File: src/rtl/core/att_pkg.sv
// ----------------------------------------------------------------------------
// att_pkg
// Constants, byte codes, command codes and word types of the text terminal.
// ----------------------------------------------------------------------------
`default_nettype none
package att_pkg;

   localparam int COLUMNS    = 80;
   localparam int ROWS       = 25;
   localparam int TAB_STOP   = 8;
   localparam int MAX_ESCAPE = 16;

   localparam int COL_W     = $clog2(COLUMNS);
   localparam int ROW_W     = $clog2(ROWS);
   localparam int TAB_W     = $clog2(TAB_STOP + 1);
   localparam int ESC_W     = $clog2(MAX_ESCAPE + 1);
   localparam int IDX_W     = $clog2(MAX_ESCAPE);
   localparam int RAM_AW    = ROW_W + COL_W;
   localparam int RAM_DEPTH = ROWS * (1 << COL_W);
   localparam int CELL_W    = 16;
   localparam int CQ_DEPTH  = 4;
   localparam int CQ_AW     = 2;

   localparam logic [7:0] BYTE_ESC   = 8'h1B;
   localparam logic [7:0] BYTE_LBRK  = 8'h5B;
   localparam logic [7:0] BYTE_M     = 8'h6D;
   localparam logic [7:0] BYTE_J     = 8'h4A;
   localparam logic [7:0] BYTE_TWO   = 8'h32;
   localparam logic [7:0] BYTE_SPACE = 8'h20;
   localparam logic [7:0] BYTE_NL    = 8'h0A;
   localparam logic [7:0] BYTE_TAB   = 8'h09;
   localparam logic [7:0] BYTE_SEMI  = 8'h3B;
   localparam logic [7:0] BYTE_ZERO  = 8'h30;
   localparam logic [7:0] BYTE_NINE  = 8'h39;

   localparam logic [3:0] FG_RESET = 4'hF;
   localparam logic [3:0] BG_RESET = 4'h0;

   localparam logic [2:0] CMD_PUT     = 3'd0;
   localparam logic [2:0] CMD_NEWLINE = 3'd1;
   localparam logic [2:0] CMD_TAB     = 3'd2;
   localparam logic [2:0] CMD_CLEAR   = 3'd3;
   localparam logic [2:0] CMD_COLOR   = 3'd4;
   localparam logic [2:0] CMD_READ    = 3'd5;

   typedef struct packed {
      logic [2:0] kind;
      logic [7:0] data;
      logic [3:0] fg;
      logic [3:0] bg;
      logic [4:0] row;
      logic [6:0] col;
   } cmd_type;

   typedef struct packed {
      logic [7:0] ch;
      logic [3:0] fg;
      logic [3:0] bg;
      logic [4:0] row;
      logic [6:0] col;
   } rsp_type;

endpackage
`default_nettype wire

File: src/rtl/core/att_cmdq.sv
// ----------------------------------------------------------------------------
// att_cmdq
// Short command queue between the byte decoder and the screen engine.
// ----------------------------------------------------------------------------
`default_nettype none
module att_cmdq
   import att_pkg::*;
(
   input  wire logic    clock,
   input  wire logic    reset,
   input  wire logic    push,
   input  wire cmd_type din,
   output logic         full,
   input  wire logic    pop,
   output cmd_type      dout,
   output logic         valid
);

   cmd_type          q_ff [CQ_DEPTH];
   logic [CQ_AW-1:0] wp_ff, wp_in, rp_ff, rp_in;
   logic [CQ_AW:0]   cnt_ff, cnt_in;

   assign full  = (cnt_ff == (CQ_AW+1)'(CQ_DEPTH));
   assign valid = (cnt_ff != '0);
   assign dout  = q_ff[rp_ff];

   always_comb begin
      wp_in  = wp_ff;
      rp_in  = rp_ff;
      cnt_in = cnt_ff;
      if (push) begin
         wp_in = wp_ff + 1'b1;
      end
      if (pop) begin
         rp_in = rp_ff + 1'b1;
      end
      if (push && !pop) begin
         cnt_in = cnt_ff + 1'b1;
      end else if (!push && pop) begin
         cnt_in = cnt_ff - 1'b1;
      end
   end

   always_ff @(posedge clock) begin
      if (reset) begin
         wp_ff  <= '0;
         rp_ff  <= '0;
         cnt_ff <= '0;
      end else begin
         wp_ff  <= wp_in;
         rp_ff  <= rp_in;
         cnt_ff <= cnt_in;
      end
      if (push) begin
         q_ff[wp_ff] <= din;
      end
   end

endmodule
`default_nettype wire

File: config.mk
export PLATFORM = sky130hd
export DESIGN_NAME = att_cmdq
export DESIGN_NICKNAME = d
export VERILOG_FILES = /design/src/rtl/core/att_pkg.sv /design/src/rtl/core/att_cmdq.sv
export SDC_FILE = /design/constraint.sdc
export NUM_CORES = 1
export LEC_CHECK = 0
export ABC_CLOCK_PERIOD_IN_PS = 2020
export BUFFER_PORTS_ARGS = -buffer_cell sky130_fd_sc_hd__buf_2
export CORE_UTILIZATION = 30
export DETAILED_ROUTE_END_ITERATION = 10
export GPL_ROUTABILITY_DRIVEN = 0
export PLACE_DENSITY_LB_ADDON = 0.12
export SLEW_MARGIN = 0
export SYNTH_ARGS = -nofsm -noshare
export SYNTH_HDL_FRONTEND = slang
export SYNTH_SLANG_ARGS = --single-unit
File: constraint.sdc
create_clock -name clock -period 2.02 [get_ports clock]
set_clock_uncertainty 0.2 [all_clocks]
set_input_delay 0.505 -clock clock [delete_from_list [all_inputs] [get_ports clock]]
set_output_delay 0.505 -clock clock [all_outputs]
set_load 0.02 [all_outputs]
; Word level (Yosys, flattened, before mapping)
; Memory sizes are Yosys's and may differ from the RTL's. A register that Yosys moved wholly into a read port is not among the register bits.
; Cells that the tools add are included.
[totals]
mem_count = 1
ramBits = 124
ff_bits = 7
input_bits = 35
[classes]
addsub = 4
reduce_logical = 6
mux = 6
n_eq_ne = 1
[memory_table]
columns = memory, words, word_bits, read_ports, rd_ports_with_merged_regs, wr, line
row1 = q_ff, 4, 31, 1, 1, 1, att_cmdq.sv:19  ; cmd_type q_ff [CQ_DEPTH];
[ops]
columns = cell, count
row1 = 2-to-1 mux 3 bit, 2
row2 = "adder 2 x 1 -> 2 bit, second input constant", 2
row3 = 2-to-1 mux 2 bit, 2
row4 = "adder 3 x 1 -> 3 bit, second input constant", 1
row5 = "== test 3 bit, second input constant", 1
row6 = nonzero test 3 bit, 1
row7 = "subtractor 3 x 1 -> 3 bit, second input constant", 1
row8 = logical AND 1 bit, 2
row9 = logical NOT 1 bit, 2
row10 = 2-to-1 mux 1 bit, 2
row11 = nonzero test 2 bit, 1

; Logic depth before layout (Yosys ltp)
; Gate-level depths: netlist of run 1.
[logic_depth]
ltp_word = 4
mapped_depth = 7
depth_no_buf = 7

; Least setup slack after synthesis of run 1
; OpenSTA, ideal clock, no wires.
[synth_path]
path_type = input to register
startpoint = input port pop
endpoint = register cnt_ff[2]
arrival_time_ns = 1.695
slack_ns = 0.055
setup_ns = 0.070
path_buffers = 0
stages = 7
required_ns = 1.750
cell_sequence = inv_1 ha_1 inv_1 fa_1 xor2_1 or3_1 a21oi_1
[synth_between]
elab_chain_len = 3
[synth_lines]
columns = item, line
row1 = "start, declared", att_cmdq.sv:14  ; input wire logic pop,
row2 = logical NOT 1 bit, att_cmdq.sv:37  ; if (push && !pop) begin
row3 = logical AND 1 bit, att_cmdq.sv:37
row4 = 2-to-1 mux 3 bit / nonzero test 2 bit (equally long branches), -
row5 = "end signal, assigned", att_cmdq.sv:52  ; cnt_ff <= cnt_in;
row6 = "end, declared", att_cmdq.sv:21  ; logic [CQ_AW:0] cnt_ff, cnt_in;
; Several ways; a longest one is shown, not always the timed one.
; A chain may end at the register's enable or synchronous reset.

==> results.py, run 1 <==
metrics = {
    "synth": {
        "synth_fp_nets": 246,
        "synth_cell_type_count": 20,
        "seq_area_frac_synth": 0.796,
        "synth_seq_cells": 133,
        "synth_top_area_share": 0.759,
        "yosys_warnings": 0,
        "synth.area.top_cells": "edfxtp_1 76%, mux4_2 14%, dfxtp_1 3.7%, ha_1 1.3%, buf_6 0.69%",
        "synth_cells": 205,
        "avgSynthCellArea_um2": 23.9,
        "syn_area_um2": 4900,
        "yosys.area.top_type": "edfxtp_1",
    },
    "critical_path": {
        "r2r_cells": 4,
        "reg2reg_to": "cnt_ff[2]",
        "cp-start-kind": "flop",
        "cp.required_ps": 1310,
        "path_class": "flop to output port",
        "r2r_start": "cnt_ff[0]",
        "worstPathArrival_ps": 1670,
        "cp_max_fo": 5,
        "rrSetupSlack_ps": 320,
        "cp-end-kind": "output port",
    },
    "floorplanning": {
        "die_w_um": 130,
        "dieHeight_um": 130,
        "start_util": 0.308,
        "dieArea_um2": 16900,
        "io_pins": 68,
        "placementRows": 46,
        "coreArea_um2": 15900,
    },
    "global_routing": {
        "met3_usage": 0.0533,
        "grt_pass1_wl_um": 14600,
        "grt_usage": 0.125,
        "top_usage_layer": "met2",
        "antenna_found_initial": 1,
        "grt_overflow": 0,
        "grt_use_met2": 0.197,
        "grt_util_met1": 0.149,
        "grt_pass1_vias": 2549,
        "grt_max_degree": 22,
    },
    "final_layout": {
        "fin_cells": 533,
        "drive_above_1_share": 0.478,
        "synthToLayoutAreaGrowth_pct": 30.3,
        "nets": 344,
        "layout_common_cells": "124 x edfxtp_1, 57 x buf_2, 31 x mux4_2",
        "final_common_cell": "edfxtp_1",
    },
    "hold_path": {
        "hold_end": "q_ff[1][8]",
        "min-delay-start": "din[8]",
        "hold_depth": 1,
        "min_path_type": "input port to flop",
    },
    "outcome": {
        "violations": "setup timing",
        "status": "finished with violations",
    },
    "clocking": {
        "cts.reportedPaths.clkPinSlew_ps": 50,
        "cts_inserted_buffers": 17,
        "clkSinkCount": 133,
        "clock_path_buffers": 2,
        "cts.htree.levels": 4,
        "clkLatencyLatePin_ps": 410,
        "ctsHoldBuffers": 0,
        "cts_tree": "yes",
        "clockRootBuffer": "clkbuf_16",
    },
    "power": {
        "clkPwrFrac": 0.436,
        "comb_power_share": 0.113,
        "leakage_nw": 2.21,
        "p_int_mw": 5.59,
        "finalPower_mw": 7.12,
        "powerDensity_nw_per_um2": 1110,
        "power.switching_mw": 1.52,
        "ir_drop_v": 0.000592,
        "seqPwrFrac": 0.451,
        "swShare": 0.214,
    },
    "sta": {
        "slew_viol_final": 0,
        "max_slew.worst_pin.slew_ps": 264,
        "finalSetupViolCount": 31,
        "finalCritPeriodShare": 1.18,
        "rsz0062_at_grt": "true",
        "relSlewSlack": 0.824,
        "setup_tns_ps": -10050,
        "fin_ws_ps": -356,
        "fmax_mhz": 421,
        "period_needed_ps": 2380,
        "hold_viol": 0,
    },
    "routing": {
        "vias_per_cell": 4.30,
        "drc": 0,
        "ant_nets": 0,
        "wl_per_cell_um": 17.3,
        "wl_um": 9230,
        "via_count": 2291,
        "drt_iter0_drc": 116,
        "first_pass_iters": 4,
    },
    "place": {
        "dp.final_hpwl_um": 5780,
        "io_buffers": 67,
        "pre_cts_slack_ps": -151,
        "dp.cells": 499,
    },
    "run": {
        "cap_violations": 0,
    },
}
cell usage after synthesis:
master / n
xnor2_1: 2
buf_2: 3
mux2i_1: 2
mux4_2: 30
inv_1: 4
o21ai_0: 1
ha_1: 5
nor2_1: 7
nand2_1: 1
clkbuf_1: 1
fa_1: 1
buf_6: 3
mux4_1: 1
dfxtp_1: 9
a21oi_1: 1
nor3b_1: 1
or3_1: 2
edfxtp_1: 124
and2_1: 4
xor2_1: 3
critical path, cell delays in order (launching register included):
cell and delay (ps):
dfxtp_4 390, buf_4 170, mux4_2 530, buf_2 180
repair_timing:
action                     4_1_cts  5_1_grt
gates resized for setup         10       17
setup buffers                    0        1
pin swaps                        0        1
hold endpoints to repair         0        0
setup endpoints to repair       32       32
metal layers:
| metal | vias up | routed length, um |
|---|---|---|
| met4 | 0 | 160 |
| met5 | - | 0 |
| met2 | 60 | 4480 |
| li1 | 1048 | - |
| met3 | 13 | 525 |
| met1 | 1170 | 4060 |
power by group through the flow:
stage	combinational (mW)	clock (mW)	sequential (mW)
floorplan	0.459	0	3.25
global placement	0.766	0	3.26
detailed placement	0.771	0	3.27
CTS	0.790	3.19	3.21
global route	0.882	3.29	3.23
finish	0.805	3.10	3.21
registers in the layout, indices dropped and copies added, names as in the netlist, named ones only:
name / flops
q_ff: 124
cnt_ff: 3
rp_ff: 2
wp_ff: 2
how the worst max path moves through the flow:
stage | start | endpoint | slack, ps | depth (start not counted)
floorplan | pop | cnt_ff[2] | 50 | 7
global placement | pop | cnt_ff[2] | -70 | 8
detailed placement | pop | cnt_ff[2] | -150 | 8
CTS | flop | dout[25] | -410 | 3
global route | flop | dout[25] | -440 | 3
finish | flop | dout[14] | -360 | 3
logic make-up after synthesis:
family,after synthesis,synth area share
DFF,133,0.796
muxes,33,0.147
and+or+nand+nor,15,0.0153
buffers and inverters,11,0.0138
adders and majority gates,6,0.0168
xor gates and xnor gates,5,0.00893
AOI/OAI and AO/OA,2,0.00204
layout make-up:
type | count | area (um^2)
Inverter | 4 | 15.0
Timing Repair Buffer | 86 | 653
Sequential cell | 133 | 3910
Fill cell | 1454 | 9550
Multi-Input combinational cell | 61 | 940
Clock inverter | 11 | 158
Tap cell | 216 | 270
Clock buffer | 21 | 440
Antenna cell | 1 | 2.50
per-stage QoR:
stage	utilization	hold WS (ps)	cell area, um^2
finish	0.401	112	6390
floorplan	-	261	4900
detailed placement	0.358	306	5710
global placement	0.358	284	5710
CTS	0.398	89.7	6340
global route	0.401	95.2	6390
Power figures use the tool's default switching activity.
==> run 2: changes to the inputs <==
==> constraint.sdc (replaced) <==
create_clock -name clock -period 2.02 [get_ports clock]
set_clock_uncertainty 0.2 [all_clocks]
set_input_delay 0.202 -clock clock [delete_from_list [all_inputs] [get_ports clock]]
set_output_delay 0.202 -clock clock [all_outputs]
set_load 0.02 [all_outputs]
==> run 2 against run 1 <==
Against the previous run:
- the flow still finishes with violations (setup timing)
- clock power is 14% lower
- first-iteration DRC count is 17% higher
- total power is 4.3% lower
- critical path depth stayed put
- core utilization is 2.0 points higher
- sequential share of layout area is 3.0 points lower
==> results.py, run 2 (synthesis results as in run 1) <==
metrics = {
    "critical_path": {
        "cp-start-kind": "flop",
        "cp_max_fo": 8,
        "path_class": "flop to output port",
        "rrSetupSlack_ps": 160,
        "reg2reg_to": "q_ff[2][12]",
        "r2r_cells": 2,
        "cp-end-kind": "output port",
        "worstPathArrival_ps": 1700,
        "cp.required_ps": 1620,
        "r2r_start": "wp_ff[1]",
    },
    "place": {
        "pre_cts_slack_ps": 100,
        "io_buffers": 67,
        "dp.final_hpwl_um": 5500,
        "post_dp_cell_area_um2": 5570,
    },
    "sta": {
        "rsz0062_at_grt": "true",
        "finalCritPeriodShare": 1.04,
        "hold_viol": 0,
        "fin_ws_ps": -85.4,
        "slew_viol_final": 0,
        "relSlewSlack": 0.399,
        "fmax_mhz": 475,
        "finalSetupViolCount": 31,
        "period_needed_ps": 2110,
        "max_slew.worst_pin.slew_ps": 901,
    },
    "power": {
        "comb_power_share": 0.137,
        "leakage_nw": 2.35,
        "swShare": 0.222,
        "power.switching_mw": 1.51,
        "seqPwrFrac": 0.471,
        "clkPwrFrac": 0.392,
        "ir_drop_v": 0.000579,
        "powerDensity_nw_per_um2": 1020,
        "p_int_mw": 5.30,
    },
    "clocking": {
        "clkLatencyLatePin_ps": 410,
        "clockRootBuffer": "clkbuf_16",
        "cts.htree.levels": 4,
        "cts.reportedPaths.clkPinSlew_ps": 50,
        "cts_tree": "yes",
        "cts_inserted_buffers": 17,
        "clkSinkCount": 133,
        "clock_path_buffers": 2,
    },
    "floorplanning": {
        "coreArea_um2": 15900,
        "placementRows": 46,
        "start_util": 0.308,
        "dieArea_um2": 16900,
        "dieHeight_um": 130,
        "io_pins": 68,
        "die_w_um": 130,
    },
    "routing": {
        "first_pass_iters": 4,
        "wl_um": 9380,
        "via_count": 2434,
        "ant_nets": 0,
        "wl_per_cell_um": 16.7,
        "vias_per_cell": 4.32,
        "drc": 0,
        "drt_iter0_drc": 136,
    },
    "global_routing": {
        "antenna_found_initial": 0,
        "grt_max_degree": 32,
        "grt_overflow": 0,
        "grt_usage": 0.123,
        "grt_pass1_vias": 2538,
        "grt_pass1_wl_um": 14300,
    },
    "outcome": {
        "violations": "setup timing",
        "status": "finished with violations",
    },
    "final_layout": {
        "largest_register_ffs": 124,
        "final_cell_area_um2": 6710,
        "diodes": 0,
        "synthToLayoutAreaGrowth_pct": 36.8,
        "largestRegisters": "q_ff x124, cnt_ff x3",
        "final_common_cell": "edfxtp_1",
        "post-route-util": 0.421,
        "nets": 376,
        "drive_above_1_share": 0.415,
        "regMostFlops": "q_ff",
        "layout_common_cells": "124 x edfxtp_1, 34 x dlygate4sd3_1, 34 x buf_2",
    },
    "hold_path": {
        "min_path_type": "input port to flop",
        "min-delay-start": "pop",
        "hold_depth": 3,
    },
    "run": {
        "cap_violations": 0,
    },
}
[run 2: worst max-delay path: stages (launching register included)]
cell     delay (ps)
dfxtp_4         420
buf_12          160
mux4_2          550
buf_6           160
[run 2: metal layers]
layer,GRT usage,vias up,part of all wire
met1,0.156,1258,0.47
met2,0.186,54,0.48
met5,0,-,0
li1,-,1106,-
met3,0.0422,16,0.033
met4,0.0636,0,0.020
[run 2: layout make-up]
| class | instances | area (um^2) |
|---|---|---|
| Fill cell | 1453 | 9230 |
| Clock buffer | 23 | 448 |
| Timing Repair Buffer | 118 | 1070 |
| Clock inverter | 8 | 60.1 |
| Sequential cell | 133 | 3910 |
| Inverter | 4 | 15.0 |
| Multi-Input combinational cell | 61 | 943 |
| Tap cell | 216 | 270 |
[run 2: what timing repair did]
| item | 4_1_cts | 5_1_grt |
|---|---|---|
| gates resized for setup | 22 | 52 |
| hold buffers | 35 | 0 |
| pin swaps | 0 | 2 |
| gates cloned | 1 | 1 |
| setup buffers | 1 | 4 |
| endpoints found under the setup margin | 31 | 32 |
| endpoints found under the hold margin | 133 | 0 |
[run 2: worst max-delay path by stage]
stage / to / slack, ps / depth (start not counted)
final: dout[1] / -90 / 3
after global routing: dout[1] / -140 / 3
after CTS: dout[1] / -140 / 3
after detailed placement: q_ff[2][12] / 100 / 2
after global placement: q_ff[2][12] / 140 / 3
after floorplan: q_ff[2][0] / 120 / 3
[run 2: per-stage QoR]
stage               instances  hold WS [ps]  setup TNS (ps)  power [mW]
global placement          492           221               0        3.99
global route              563           127           -3490        7.09
detailed placement        492           222               0        4.00
finish                    563          89.7           -1500        6.81
floorplan                 205           101               0        3.71
CTS                       560           312           -3130        6.82
[run 2: power by group through the flow]
stage	clock network (mW)	registers (mW)	logic [mW]
6_report	2.67	3.21	0.933
3_5_place_dp	0	3.26	0.735
2_1_floorplan	0	3.25	0.459
3_3_place_gp	0	3.26	0.731
4_1_cts	2.75	3.21	0.859
5_1_grt	2.87	3.22	1.00
==> run 3: changes to the inputs <==
--- a/config.mk
+++ b/config.mk
@@ -10,6 +10,7 @@
 export CORE_UTILIZATION = 30
 export DETAILED_ROUTE_END_ITERATION = 10
 export GPL_ROUTABILITY_DRIVEN = 0
+export GPL_TIMING_DRIVEN = 0
 export PLACE_DENSITY_LB_ADDON = 0.12
 export SLEW_MARGIN = 0
 export SYNTH_ARGS = -nofsm -noshare
==> run 3 against run 2 <==
Against the previous run:
- the flow still finishes with violations (setup timing)
- global-route usage down 0.059 points
- routed wire length fell by 0.83%
- worst setup slack gained 2.2 ps
- sequential share of layout area grew 1.2 points
- combinational power down 15%
- first-iteration DRC count is 28% higher
- cell area is 2.0% lower
- hold slack better by 15 ps
- largest power group unchanged
==> results.py, run 3 (synthesis results as in run 1) <==
metrics = {
    "outcome": {
        "status": "finished with violations",
        "violations": "setup timing",
    },
    "global_routing": {
        "grt_usage": 0.122,
        "grt_overflow": 0,
        "grt_pass1_wl_um": 14100,
        "grt_pass1_vias": 2499,
        "grt_max_degree": 26,
        "antenna_found_initial": 0,
    },
    "clocking": {
        "clkLatencyLatePin_ps": 410,
        "cts_inserted_buffers": 17,
        "cts.reportedPaths.clkPinSlew_ps": 50,
        "clock_path_buffers": 2,
        "clkSinkCount": 133,
        "cts_tree": "yes",
        "clockRootBuffer": "clkbuf_16",
        "cts.htree.levels": 4,
        "cts_setup_buffers": 0,
    },
    "place": {
        "dp.cells": 491,
        "pre_cts_slack_ps": 112,
        "dp.final_hpwl_um": 5680,
        "io_buffers": 66,
        "post_dp_cell_area_um2": 5590,
    },
    "critical_path": {
        "cp-end-kind": "output port",
        "crit_cells": 3,
        "cp_top_family": "multiplexers",
        "crit_chain": "buf_12, mux4_2, buf_2",
        "path_class": "flop to output port",
        "crit_slowest_cell": "mux4_2",
        "crit_buf_inv": 2,
        "r2r_start": "wp_ff[0]",
        "cp-start-kind": "flop",
        "worstPathArrival_ps": 1700,
        "r2r_cells": 4,
        "cp_max_fo": 10,
        "worst_path_largest_cell_delay_ps": 530,
        "cp.required_ps": 1620,
    },
    "sta": {
        "fin_ws_ps": -83.1,
        "period_needed_ps": 2100,
        "finalCritPeriodShare": 1.04,
        "hold_viol": 0,
        "fmax_mhz": 475,
        "slew_viol_final": 0,
        "max_slew.worst_pin.slew_ps": 423,
        "rsz0062_at_grt": "true",
        "finalSetupViolCount": 30,
        "setup_tns_ps": -1330,
        "relSlewSlack": 0.718,
    },
    "floorplanning": {
        "placementRows": 46,
        "start_util": 0.308,
        "dieHeight_um": 130,
        "die_w_um": 130,
        "io_pins": 68,
        "coreArea_um2": 15900,
        "dieArea_um2": 16900,
    },
    "power": {
        "powerDensity_nw_per_um2": 1050,
        "ir_drop_v": 0.000594,
        "leakage_nw": 2.29,
    },
    "routing": {
        "drt_iter0_drc": 174,
        "ant_nets": 0,
        "vias_per_cell": 4.26,
        "first_pass_iters": 5,
        "wl_um": 9300,
        "via_count": 2375,
        "drc": 0,
        "wl_per_cell_um": 16.7,
    },
    "final_layout": {
        "layout_common_cells": "124 x edfxtp_1, 65 x buf_2, 35 x dlygate4sd3_1",
        "synthToLayoutAreaGrowth_pct": 34.1,
        "final_cell_area_um2": 6580,
        "diodes": 0,
        "largest_register_ffs": 124,
        "largestRegisters": "q_ff x124, cnt_ff x3",
        "fin_cells": 558,
        "drive_above_1_share": 0.409,
        "regMostFlops": "q_ff",
        "n_fill_cell": 1471,
        "nets": 370,
        "regArea_um2": 3910,
        "multi_input_area_um2": 957,
        "final_common_cell": "edfxtp_1",
    },
    "hold_path": {
        "hold_depth": 5,
        "min-delay-start": "pop",
        "min_path_type": "input port to flop",
    },
    "run": {
        "cap_violations": 0,
    },
}
## run 3: cell count changes in the layout (fill, tap and decap cells not counted), sizes merged
cell          previous run  this run
buf                     82        76
clkbuf                  24        29
clkinv                   7         3
dlygate4sd3             34        35
dlymetal6s4s             1         0
## run 3: path summary, 6_finish.rpt
path / endpoint / slack, ps
setup / recovery: dout[1] / -80
hold / removal: cnt_ff[0] / 100
setup reg to reg: q_ff[0][11] / 290
hold reg to reg: rp_ff[1] / 330
## run 3: cell type report
| class | instances | area share |
|---|---|---|
| Inverter | 4 | 0.00228 |
| Tap cell | 216 | 0.0411 |
| Clock buffer | 28 | 0.0786 |
| Timing Repair Buffer | 105 | 0.119 |
| Multi-Input combinational cell | 61 | 0.146 |
| Sequential cell | 133 | 0.594 |
| Clock inverter | 4 | 0.00685 |
| Buffer | 7 | 0.0120 |
## run 3: worst register-to-register path, cell delays in order (launching register included)
cell     delay, ps
dfxtp_1        340
inv_1           90
ha_1           130
and2_2         410
buf_12         240
## run 3: stage by stage
step                power (mW)  utilization  hold WS [ps]
global route              7.15        0.412           132
detailed placement        4.00        0.351           220
floorplan                 3.71            -           101
CTS                       6.98        0.410           125
finish                    6.89        0.412           105
global placement          3.97        0.345           219
## run 3: where the power goes
part,switching [mW],internal (mW)
Clock,1.03,1.85
Sequential,0.0488,3.16
Combinational,0.421,0.376
## run 3: repair_timing
action                                  4_1_cts  5_1_grt
hold buffers                                 35        0
resized for setup                             9       12
hold endpoints to repair                    133        0
pin swaps                                     0        1
cloned                                        0        0
endpoints found under the setup margin       31       32
## run 3: layer usage
metal / track usage / vias to the layer above / share of wire
met4: 0.0657 / 0 / 0.020
met3: 0.0431 / 14 / 0.044
li1: - / 1097 / -
met1: 0.144 / 1205 / 0.44
met2: 0.196 / 59 / 0.50
met5: 0 / - / 0
