===== src/rtl/core/att_pkg.sv =====
// ----------------------------------------------------------------------------
// att_pkg
// Constants, byte codes, command codes and word types of the text terminal.
// ----------------------------------------------------------------------------
`default_nettype none
package att_pkg;

   localparam int COLUMNS    = 80;
   localparam int ROWS       = 25;
   localparam int TAB_STOP   = 8;
   localparam int MAX_ESCAPE = 16;

   localparam int COL_W     = $clog2(COLUMNS);
   localparam int ROW_W     = $clog2(ROWS);
   localparam int TAB_W     = $clog2(TAB_STOP + 1);
   localparam int ESC_W     = $clog2(MAX_ESCAPE + 1);
   localparam int IDX_W     = $clog2(MAX_ESCAPE);
   localparam int RAM_AW    = ROW_W + COL_W;
   localparam int RAM_DEPTH = ROWS * (1 << COL_W);
   localparam int CELL_W    = 16;
   localparam int CQ_DEPTH  = 4;
   localparam int CQ_AW     = 2;

   localparam logic [7:0] BYTE_ESC   = 8'h1B;
   localparam logic [7:0] BYTE_LBRK  = 8'h5B;
   localparam logic [7:0] BYTE_M     = 8'h6D;
   localparam logic [7:0] BYTE_J     = 8'h4A;
   localparam logic [7:0] BYTE_TWO   = 8'h32;
   localparam logic [7:0] BYTE_SPACE = 8'h20;
   localparam logic [7:0] BYTE_NL    = 8'h0A;
   localparam logic [7:0] BYTE_TAB   = 8'h09;
   localparam logic [7:0] BYTE_SEMI  = 8'h3B;
   localparam logic [7:0] BYTE_ZERO  = 8'h30;
   localparam logic [7:0] BYTE_NINE  = 8'h39;

   localparam logic [3:0] FG_RESET = 4'hF;
   localparam logic [3:0] BG_RESET = 4'h0;

   localparam logic [2:0] CMD_PUT     = 3'd0;
   localparam logic [2:0] CMD_NEWLINE = 3'd1;
   localparam logic [2:0] CMD_TAB     = 3'd2;
   localparam logic [2:0] CMD_CLEAR   = 3'd3;
   localparam logic [2:0] CMD_COLOR   = 3'd4;
   localparam logic [2:0] CMD_READ    = 3'd5;

   typedef struct packed {
      logic [2:0] kind;
      logic [7:0] data;
      logic [3:0] fg;
      logic [3:0] bg;
      logic [4:0] row;
      logic [6:0] col;
   } cmd_type;

   typedef struct packed {
      logic [7:0] ch;
      logic [3:0] fg;
      logic [3:0] bg;
      logic [4:0] row;
      logic [6:0] col;
   } rsp_type;

endpackage
`default_nettype wire


===== src/rtl/core/att_front.sv =====
// ----------------------------------------------------------------------------
// att_front
// Byte decoder: classifies words, parses escape sequences, replays invalid
// sequences as literal characters and issues screen commands.
// ----------------------------------------------------------------------------
`default_nettype none
module att_front
   import att_pkg::*;
(
   input  wire logic       clock,
   input  wire logic       reset,
   input  wire logic       push,
   output logic            full,
   input  wire logic       operation,
   input  wire logic [7:0] text_byte,
   input  wire logic [4:0] read_row,
   input  wire logic [6:0] read_column,
   input  wire logic       back_busy,
   input  wire logic       cmd_full,
   output logic            cmd_push,
   output cmd_type         cmd
);

   localparam logic F_IDLE   = 1'b0;
   localparam logic F_REPLAY = 1'b1;

   typedef struct packed {
      logic       fail;
      logic       bold;
      logic [3:0] fg;
      logic [3:0] bg;
   } color_type;

   function automatic color_type color_eval(color_type c, logic [9:0] v);
      color_type r;
      r = c;
      if (!c.fail) begin
         if (v == 10'd0) begin
            r.bold = 1'b0;
         end else if (v == 10'd1) begin
            r.bold = 1'b1;
         end else if (v >= 10'd30 && v <= 10'd37) begin
            r.fg = {c.bold, 3'(v - 10'd30)};
         end else if (v >= 10'd40 && v <= 10'd47) begin
            r.bg = {c.bold, 3'(v - 10'd40)};
         end else begin
            r.fail = 1'b1;
         end
      end
      return r;
   endfunction

   function automatic logic [9:0] digit_step(logic [9:0] v, logic [7:0] b);
      logic [13:0] t;
      t = {v, 3'b000} + {v, 1'b0} + 14'(b - BYTE_ZERO);
      return (t > 14'd1000) ? 10'd1000 : t[9:0];
   endfunction

   function automatic cmd_type plain_cmd(logic [7:0] b);
      cmd_type c;
      c      = '0;
      c.data = b;
      if (b == BYTE_NL) begin
         c.kind = CMD_NEWLINE;
      end else if (b == BYTE_TAB) begin
         c.kind = CMD_TAB;
      end else begin
         c.kind = CMD_PUT;
      end
      return c;
   endfunction

   logic             state_ff, state_in;
   logic [ESC_W-1:0] len_ff, len_in, n_ff, n_in, k_ff, k_in, newlen;
   logic [7:0]       buf_ff [MAX_ESCAPE];
   logic [9:0]       val_ff, val_in;
   color_type        pend_ff, pend_in, fin;
   logic             digit_ff, digit_in, two_ff, two_in;
   logic [3:0]       fg_ff, fg_in, bg_ff, bg_in;
   logic             accept, buf_we, is_digit, overlong;
   logic [7:0]       last;

   assign full     = (state_ff != F_IDLE) || cmd_full || back_busy;
   assign accept   = push && !full;
   assign newlen   = len_ff + 1'b1;
   assign is_digit = (text_byte >= BYTE_ZERO) && (text_byte <= BYTE_NINE);
   assign overlong = (newlen >= ESC_W'(MAX_ESCAPE));
   assign last     = buf_ff[k_ff[IDX_W-1:0]];
   assign fin      = digit_ff ? color_eval(pend_ff, val_ff) : pend_ff;

   always_comb begin
      state_in = state_ff;
      len_in   = len_ff;
      n_in     = n_ff;
      k_in     = k_ff;
      val_in   = val_ff;
      pend_in  = pend_ff;
      digit_in = digit_ff;
      two_in   = two_ff;
      fg_in    = fg_ff;
      bg_in    = bg_ff;
      cmd_push = 1'b0;
      cmd      = '0;
      buf_we   = 1'b0;
      case (state_ff)
         F_IDLE: begin
            if (accept) begin
               if (operation) begin
                  cmd_push = 1'b1;
                  cmd.kind = CMD_READ;
                  cmd.row  = read_row;
                  cmd.col  = read_column;
               end else if (len_ff == '0) begin
                  if (text_byte == BYTE_ESC) begin
                     len_in   = ESC_W'(1);
                     pend_in  = {1'b0, 1'b0, fg_ff, bg_ff};
                     val_in   = '0;
                     digit_in = 1'b0;
                  end else begin
                     cmd_push = 1'b1;
                     cmd      = plain_cmd(text_byte);
                  end
               end else begin
                  buf_we = 1'b1;
                  n_in   = newlen;
                  k_in   = '0;
                  if (newlen == ESC_W'(2)) begin
                     if (text_byte == BYTE_LBRK) begin
                        len_in = newlen;
                     end else begin
                        state_in = F_REPLAY;
                        len_in   = '0;
                     end
                  end else if (is_digit || text_byte == BYTE_SEMI) begin
                     if (is_digit) begin
                        val_in   = digit_step(val_ff, text_byte);
                        digit_in = 1'b1;
                     end else begin
                        pend_in  = color_eval(pend_ff, val_ff);
                        val_in   = '0;
                        digit_in = 1'b0;
                     end
                     if (newlen == ESC_W'(3)) begin
                        two_in = (text_byte == BYTE_TWO);
                     end
                     if (overlong) begin
                        state_in = F_REPLAY;
                        len_in   = '0;
                     end else begin
                        len_in = newlen;
                     end
                  end else if (text_byte == BYTE_J) begin
                     len_in = '0;
                     if (newlen == ESC_W'(4) && two_ff) begin
                        cmd_push = 1'b1;
                        cmd.kind = CMD_CLEAR;
                     end else begin
                        state_in = F_REPLAY;
                     end
                  end else if (text_byte == BYTE_M) begin
                     len_in = '0;
                     if (newlen > ESC_W'(3)) begin
                        cmd_push = 1'b1;
                        cmd.kind = CMD_COLOR;
                        cmd.fg   = fin.fg;
                        cmd.bg   = fin.bg;
                        fg_in    = fin.fg;
                        bg_in    = fin.bg;
                        if (fin.fail) begin
                           state_in = F_REPLAY;
                        end
                     end else begin
                        state_in = F_REPLAY;
                     end
                  end else begin
                     len_in   = '0;
                     state_in = F_REPLAY;
                  end
               end
            end
         end
         F_REPLAY: begin
            if (!cmd_full) begin
               if (k_ff == '0) begin
                  cmd_push = 1'b1;
                  cmd.kind = CMD_PUT;
                  cmd.data = BYTE_ESC;
                  k_in     = k_ff + 1'b1;
               end else if (k_ff != n_ff - 1'b1) begin
                  cmd_push = 1'b1;
                  cmd.kind = CMD_PUT;
                  cmd.data = last;
                  k_in     = k_ff + 1'b1;
               end else begin
                  state_in = F_IDLE;
                  if (last == BYTE_ESC) begin
                     len_in   = ESC_W'(1);
                     pend_in  = {1'b0, 1'b0, fg_ff, bg_ff};
                     val_in   = '0;
                     digit_in = 1'b0;
                  end else begin
                     cmd_push = 1'b1;
                     cmd      = plain_cmd(last);
                  end
               end
            end
         end
         default: begin
            state_in = F_IDLE;
         end
      endcase
   end

   always_ff @(posedge clock) begin
      if (reset) begin
         state_ff <= F_IDLE;
         len_ff   <= '0;
         fg_ff    <= FG_RESET;
         bg_ff    <= BG_RESET;
      end else begin
         state_ff <= state_in;
         len_ff   <= len_in;
         fg_ff    <= fg_in;
         bg_ff    <= bg_in;
      end
      n_ff     <= n_in;
      k_ff     <= k_in;
      val_ff   <= val_in;
      pend_ff  <= pend_in;
      digit_ff <= digit_in;
      two_ff   <= two_in;
      if (buf_we) begin
         buf_ff[len_ff[IDX_W-1:0]] <= text_byte;
      end
   end

endmodule
`default_nettype wire


===== config.mk =====
export PLATFORM = sky130hd
export DESIGN_NAME = att_front
export DESIGN_NICKNAME = d
export VERILOG_FILES = /design/src/rtl/core/att_pkg.sv /design/src/rtl/core/att_front.sv
export SDC_FILE = /design/constraint.sdc
export NUM_CORES = 1
export LEC_CHECK = 0
export BUFFER_PORTS_ARGS = -buffer_cell sky130_fd_sc_hd__buf_2
export CAP_MARGIN = 20
export CORE_MARGIN = 5
export CORE_UTILIZATION = 50
export CTS_BUF_LIST = sky130_fd_sc_hd__clkbuf_8
export CTS_CLUSTER_DIAMETER = 50
export DETAILED_ROUTE_END_ITERATION = 8
export PLACE_DENSITY_LB_ADDON = 0.08
export SLEW_MARGIN = 5
export SYNTH_ARGS = -nofsm -noshare
export SYNTH_HDL_FRONTEND = slang
export SYNTH_SLANG_ARGS = --single-unit

===== constraint.sdc =====
create_clock -name clock -period 8.8 [get_ports clock]
set_input_delay 0 -clock clock [delete_from_list [all_inputs] [get_ports clock]]
set_output_delay 0 -clock clock [all_outputs]
set_load 0.05 [all_outputs]

==> Yosys cells after proc, flatten, opt, wreduce, memory -nomap -nowiden <==
Memories as Yosys holds them, arrays and structs flattened. A register that Yosys moved wholly into a read port is not among the register bits.
Index checks and enable logic that the tools add are counted.
{ "totals": {"out_inout_bits": 33, "mem_bits_rw": 128, "word_cells": 223, "reg_bits": 46, "input_bits": 26, "n_memories": 1} }
{ "op_classes": {"eq_ne": 28, "mux": 139, "n_bitwise": 6, "n_reduce_logical": 19, "add_sub_neg": 8, "n_lt_le_gt_ge": 9} }
{ "memory_table": {"columns": ["memory", "depth", "width", "read_ports", "rd_ports_with_merged_regs", "write_ports", "line", "text"], "rows": [
  ["buf_ff", 16, 8, 1, 1, 1, "att_front.sv:75", "logic [7:0] buf_ff [MAX_ESCAPE];"]
]} }
{ "op_table": {"columns": ["cell", "count"], "rows": [
  ["2-to-1 mux 10 bit", 25],
  ["2-to-1 mux 31 bit", 3],
  ["2-to-1 mux 5 bit", 18],
  ["2-to-1 mux 8 bit", 9],
  ["case mux 31 bit (2 select lines)", 1],
  ["2-to-1 mux 1 bit", 52],
  ["2-to-1 mux 20 bit", 2],
  ["case mux 10 bit (2 select lines)", 2],
  ["== test 8 x 4 -> 1 bit, second input constant", 4],
  ["2-to-1 mux 30 bit", 1],
  ["== test 8 x 7 -> 1 bit, second input constant", 3],
  ["2-to-1 mux 12 bit", 2],
  ["2-to-1 mux 3 bit", 8],
  ["2-to-1 mux 11 bit", 2],
  ["<= comparator 10 x 6 -> 1 bit, second input constant", 2],
  ["case mux 5 bit (2 select lines)", 2],
  ["AND reduction 9 bit", 2],
  ["== test 8 x 5 -> 1 bit, second input constant", 2],
  ["== test 8 x 6 -> 1 bit, second input constant", 2],
  ["2-to-1 mux 16 bit", 1],
  ["2-to-1 mux 4 bit", 4],
  ["adder 13 x 11 -> 14 bit", 1],
  ["adder 14 bit", 1],
  ["> comparator 14 x 10 -> 1 bit, second input constant", 1],
  ["other kinds (31)", 59]
]} }

==> Logic depth before layout (Yosys ltp) <==
Gate-level depths: netlist (run 1).
{ "depth": {"depth_word": 18, "ltp_mapped": 12, "ltp_nobuf": 11} }

==> Worst setup path after synthesis (run 1) <==
No wires, ideal clock.
{ "synth_path": {"path_type": "flip-flop to flip-flop", "startpoint": "register (tool-made name)", "endpoint": "register pend_ff[0] in the netlist's numbering, enable pin", "n_path_buf": 3, "slack_ns": 5.584, "path_stages_with_launch": 10, "arrival_ns": 2.826, "path_cell_list": "dfxtp_1 > buf_6 > buf_12 > buf_4 > mux4_2 > a22oi_1 > nand2_1 > nor4b_4 > a31oi_4 > nor3_1"} }
{ "synth_lines": {"columns": ["item", "line", "text"], "rows": [
  ["end signal: assignment", "att_front.sv:229", "pend_ff <= pend_in;"],
  ["end: declaration", "att_front.sv:77", "color_type pend_ff, pend_in, fin;"]
]} }

==> impl_metrics.tcl, run 1 <==
set metrics [dict create \
    outcome "finished, final reports clean" \
    ys_warn_count 0 \
    ys_top_cells_by_count "edfxtp_1, nor2_1, nand2_1" \
    rsz0062_at_grt "no" \
    worstPathArrival_ns 3.79 \
    routedWlPerCell_um 21.7 \
    hold_path_end "buf_ff[3][2]$_DFFE_PP_" \
    crit_required_ns 8.80 \
    track_usage_pct 20.8 \
    post_cts_resized 0 \
    grt_overflow 0 \
    busiest_layer "met2" \
    synth_edf_count 160 \
    port_buffers 58 \
    yosys-top-cells-area "edfxtp_1, mux4_1, dfxtp_1, ha_1, mux4_2" \
    hold_violations 0 \
    finalMaxSlewViolations 0 \
    initialDrtViolationCount 455 \
    rrSetupSlack_ns 5.12 \
    cts-root-buf "clkbuf_8" \
    route.detailed.drc 0 \
    holdPathStages 1 \
    p_leak_nw 3.81 \
    start_util_pct 50.5 \
    synth.distinct_cells 68 \
    r2r-end "val_ff[8]$_SDFFCE_PP0P_" \
    yosysMostFrequentCell "edfxtp_1" \
    fp-row-count 49 \
    fin_crit_ns 3.79 \
    synthCells 661 \
    synth_fp_nets 724 \
    clock_skew_ns 0.0113 \
    numCtsBuffers 17 \
    drt-pass1-iter-count 5 \
    cap_violations 0 \
    clkSinkCount 178 \
    routed_wl_mm 20.9 \
    areaGrowthSynthToFinish_pct 10.3 \
    reg2reg_depth 7 \
    first_global_vias 5769 \
    vias 5745 \
    yosys.area.top_type "edfxtp_1" \
    worstSetupPathType "flop to primary output" \
    avgSynthCellArea_um2 13.6 \
    die_height_um 144 \
    tightest_slew_ns 0.974 \
    synth.top_cell.area_share_pct 53.3 \
    die_x_um 144 \
    cts_max_path_buffers 2 \
    vdd.ir_drop.worst_mv 0.120 \
    hp-start "text_byte[2]" \
    clkTransAtPathRegs_ns 0.10 \
    antenna_cells 0 \
    io_pins 59 \
    cts_tree "done" \
    setup-tns-final_ns 0 \
    layout-drive-gt1-share_pct 15.4 \
    ys_seq_elements 178 \
    slew_headroom_pct 35.1 \
    min_path_type "input port to flop" \
    yosysSeqAreaShare_pct 57.3 \
    use_met3_pct 3.67 \
    drt.antenna.violating_nets 0 \
    min_period_over_period_pct 43.1 \
    p_per_area_mw_per_mm2 153 \
    synth_flop_cell "edfxtp_1" \
    dieArea_mm2 0.0208 \
    place.gp.congestion 0.857 \
    grt_antenna_before_repair 0 \
    clk_latency_ns 0.48 \
    total_power_mw 1.52 \
    vias_per_cell 5.95 \
    startpoint_type "flop" \
    layout.nets 786 \
    async_flop_share_pct 0 \
    grt_pass1_wl_mm 32.4 \
    crit_path_end_kind "primary output" \
    core_mm2 0.0178 \
    grt_start_max_net_pins 33 \
    use_met1_pct 28.4 \
    setup_viol 0 \
    htree_levels 4 \
    dp_hpwl_mm 14.3 \
    cp_max_fo 23 \
    syn-cell-area_mm2 0.00901 \
    fmax_mhz 264 \
    met2_usage_pct 34.1 \
]
## logic make-up (layout without fill, tap and decap cells)
group | count (synthesis) | count (layout) | share of synthesized area, %
AOI/OAI and AO/OA | 112 | 112 | 8.48
xor gates and xnor gates | 17 | 17 | 1.65
adders and majority gates | 37 | 37 | 5.89
buffers and inverters | 56 | 131 | 2.83
DFF | 178 | 178 | 57.3
muxes | 52 | 52 | 11.3
and+or+nand+nor | 209 | 209 | 12.6
## sequential cells by signal, indices dropped and copies added, names as in the netlist, named ones only
name,cells
buf_ff,128
n_ff,5
state_ff,1
pend_ff,10
fg_ff,4
two_ff,1
k_ff,5
len_ff,5
digit_ff,1
val_ff,10
bg_ff,4
## power by group
group / leakage (nW) / total, mW / internal, mW / switching (mW)
registers: 1.62 / 0.916 / 0.916 / 0.0000179
logic: 2.02 / 0.0677 / 0.0209 / 0.0469
clock network: 0.181 / 0.539 / 0.207 / 0.332
total: 3.81 / 1.52 / 1.14 / 0.379
## worst max-delay path by stage
stage / endpoint / slack, ns / depth (start not counted)
final: cmd[21] / 5.01 / 9
after global routing: cmd[21] / 4.75 / 9
after CTS: cmd[21] / 4.65 / 8
after detailed placement: val_ff[9]$_SDFFCE_PP0P_ / 4.74 / 6
after global placement: val_ff[7]$_SDFFCE_PP0P_ / 4.91 / 6
after floorplan: pend_ff[0]$_DFFE_PP_ / 5.58 / 9
## per-layer routing
metal | part of all wire [%] | routed length (µm) | vias to the layer above
met1 | 44 | 9270 | 2869
met5 | 0 | 0 | -
met3 | 5.2 | 1080 | 26
met4 | 1.6 | 340 | 0
li1 | - | - | 2687
met2 | 49 | 10200 | 163
## per-stage QoR
stage	hold slack, ns	setup slack [ns]	util (%)	std cells	area [µm²]
2_1_floorplan	0.0944	5.58	-	661	9010
3_3_place_gp	0.389	4.91	53.0	924	9460
3_5_place_dp	0.410	4.74	53.0	924	9460
4_1_cts	0.00359	4.65	55.6	963	9910
5_1_grt	0.0186	4.75	55.7	965	9940
6_report	0.0173	5.01	55.7	965	9940
## final cells by class
| type | instances | area, µm² |
|---|---|---|
| clock inverters | 15 | 148 |
| fillers | 1445 | 7900 |
| well taps | 229 | 287 |
| repair buffers | 69 | 400 |
| flip-flops and latches | 178 | 5170 |
| multi-input cells | 427 | 3590 |
| inverters | 30 | 113 |
| clock buffers | 17 | 234 |
## worst max-delay path: stages, from the launching register on
cell	delay [ns]
dfxtp_2	0.55
buf_12	0.25
mux4_1	0.59
mux4_2	0.50
a21oi_1	0.16
nor4b_4	0.30
nand2_1	0.12
o21bai_1	0.38
o21ai_0	0.20
buf_2	0.25
## timing repair
| item | 4_1_cts | 5_1_grt |
|---|---|---|
| endpoints found under the hold margin | 75 | 0 |
| setup buffers | 0 | 0 |
| hold buffers | 7 | 0 |
## layout by cell type, fill, tap and decap left out, drive strengths merged, types with 6 or more instances in the layout
master       synthesis  routed
clkinv               0       7
xor2                 8       8
nor4b                7       7
fa                   9       9
a22oi               13      13
mux2i               17      17
xnor2                9       9
dfxtp               18      18
mux4                33      33
o21ai               30      30
edfxtp             160     160
nand2b               9       9
a211o                6       6
nand2               42      42
buf                  6      61
and3                19      19
and2                17      17
nor3                12      12
and4                 8       8
a21oi               17      17
clkbuf              20      18
dlygate4sd3          0       7
nand3               16      16
nor2b                7       7
inv                 30      35
ha                  28      28
nor2                48      48
a211oi               7       7
(Power assumes the default switching activity.)
==> run 2: changes to the inputs <==
clock period = 3.7 ns   (was 8.8 ns; I/O delays follow)
==> run 2 against run 1 <==
Clock-buffer cell count stayed put. Sequential share of layout area is 0.87 points lower. Global-route usage is 0.13 points higher. Clock power grew to 2.6 times the previous value. Design area is 1.8% higher. Total power is 140% higher. Die area stayed put. Cell count is 1.5% higher. Clock skew is 0.0052 ns higher. Critical path depth stayed put. Sequential power is 140% higher. Flip-flop and latch count stayed put. Critical endpoint unchanged.
==> impl_metrics.tcl, run 2 (same netlist as run 1, synthesis figures left out) <==
set metrics [dict create \
    outcome "finished, final reports clean" \
    cts_tree "done" \
    areaGrowthSynthToFinish_pct 12.2 \
    setup_ws_ns 0.259 \
    place.gp.congestion 0.843 \
    met2_usage_pct 35.9 \
    total_power_mw 3.73 \
    die_height_um 144 \
    crit_required_ns 3.70 \
    fmax_mhz 291 \
    numCtsBuffers 17 \
    fin_area_mm2 0.0101 \
    cap_violations 0 \
    min_period_over_period_pct 93.0 \
    clk_latency_ns 0.49 \
    start_util_pct 50.5 \
    routedWlPerCell_um 21.3 \
    busiest_layer "met2" \
    layout.nets 800 \
    hold_path_end "buf_ff[7][0]$_DFFE_PP_" \
    finalMaxSlewViolations 0 \
    final_common_cell "edfxtp_1" \
    dp_hpwl_mm 15.0 \
    crit_path_end_kind "primary output" \
    stdcell_count 979 \
    grt_antenna_before_repair 0 \
    use_met3_pct 3.54 \
    reg2reg_from "val_ff[0]$_SDFFCE_PP0P_" \
    layout-drive-gt1-share_pct 17.2 \
    path_delay_family "compound AO/OA/AOI/OAI gates" \
    worstSetupPathType "flop to primary output" \
    vdd.ir_drop.worst_mv 0.218 \
    reg2reg_depth 9 \
    largest_reg_flops 128 \
    pre_cts_slack_ns 0.341 \
    clkSinkCount 178 \
    clock_skew_ns 0.0164 \
    hp-start "text_byte[0]" \
    drt-pass1-iter-count 5 \
    hold_violations 0 \
    place_inst 941 \
    port_buffers 58 \
    cp_max_fo 15 \
    grt_pass1_wl_mm 32.5 \
    rrSetupSlack_ns 0.39 \
    cts_max_path_buffers 2 \
    first_global_vias 5884 \
    setup_viol 0 \
    io_pins 59 \
    worstPathArrival_ns 3.44 \
    min_path_type "input port to flop" \
    dieArea_mm2 0.0208 \
    tightest_slew_ns 0.891 \
    fp-row-count 49 \
    whs_ns 0.0440 \
    crit_buf_inv 2 \
    grt_start_max_net_pins 30 \
    cp_cell_sequence "buf_12 -> mux4_1 -> a22oi_1 -> nand2_1 -> nor4b_4 -> nand2_1 -> o21bai_1 -> o21ai_0 -> buf_2" \
    setup-tns-final_ns 0 \
    crit_top_cell "nand2_1" \
    htree_levels 4 \
    r2r-end "val_ff[0]$_SDFFCE_PP0P_" \
    post_cts_buffers 0 \
    cp_slowest_cell "mux4_1" \
    routed_wl_mm 20.9 \
    clkTransAtPathRegs_ns 0.12 \
    die_x_um 144 \
    fin_crit_ns 3.44 \
    track_usage_pct 21.0 \
    final_core_util_pct 56.7 \
    p_per_area_mw_per_mm2 369 \
    cts-root-buf "clkbuf_8" \
    vias 5824 \
    startpoint_type "flop" \
    slew_headroom_pct 40.4 \
    holdPathStages 1 \
    vias_per_cell 5.95 \
    use_met1_pct 28.0 \
    route.detailed.drc 0 \
    critPathMaxStageDelay_ns 0.57 \
    grt_overflow 0 \
    antenna_cells 0 \
    place_area_mm2 0.00961 \
    core_mm2 0.0178 \
    initialDrtViolationCount 370 \
    p_leak_nw 3.92 \
    rsz0062_at_grt "no" \
    drt.antenna.violating_nets 0 \
    mostFrequentLayoutCells "edfxtp_1, buf_2, nor2_1" \
]
[run 2: changes by cell type in the layout (fill, tap and decap cells not counted), moves of 2 or more]
cell and delta:
buf_4 +15, inv_6 -3, inv_12 +2, clkinv_8 +3
clkinvlp_4 -3, inv_8 +3
[run 2: power breakdown]
group / leakage (nW) / total, mW / switching, mW / internal, mW
clock: 0.215 / 1.39 / 0.853 / 0.535
sequential: 1.62 / 2.18 / 0.0000401 / 2.18
combinational: 2.09 / 0.165 / 0.112 / 0.0528
total: 3.92 / 3.73 / 0.965 / 2.76
[run 2: how the worst max path moves through the flow]
stage,from,end,slack [ns],cells past startpoint
4_1_cts,flop,cmd[20],0.18,9
6_report,flop,cmd[21],0.26,9
3_5_place_dp,flop,val_ff[9]$_SDFFCE_PP0P_,0.34,7
3_3_place_gp,flop,val_ff[7]$_SDFFCE_PP0P_,0.39,7
5_1_grt,val_ff[0]$_SDFFCE_PP0P_,val_ff[4]$_SDFFCE_PP0P_,0.07,9
2_1_floorplan,flop,pend_ff[0]$_DFFE_PP_,0.48,9
[run 2: what timing repair did]
action / CTS / global route
gates resized for setup: 0 / 1
endpoints found under the setup margin: 0 / 1
hold endpoints to repair: 58 / 0
hold buffers: 6 / 0
[run 2: area by class of cell]
cell class	count	area, µm²
Inverter	30	113
Fill cell	1474	7730
Tap cell	229	287
Multi-Input combinational cell	427	3590
Clock inverter	15	201
Clock buffer	17	234
Timing Repair Buffer	83	518
Sequential cell	178	5170
[run 2: per-layer routing]
layer	share of wire (%)	wire length, µm
met2	51	10600
met4	1.4	285
met1	43	9010
met5	0	0
met3	4.8	997
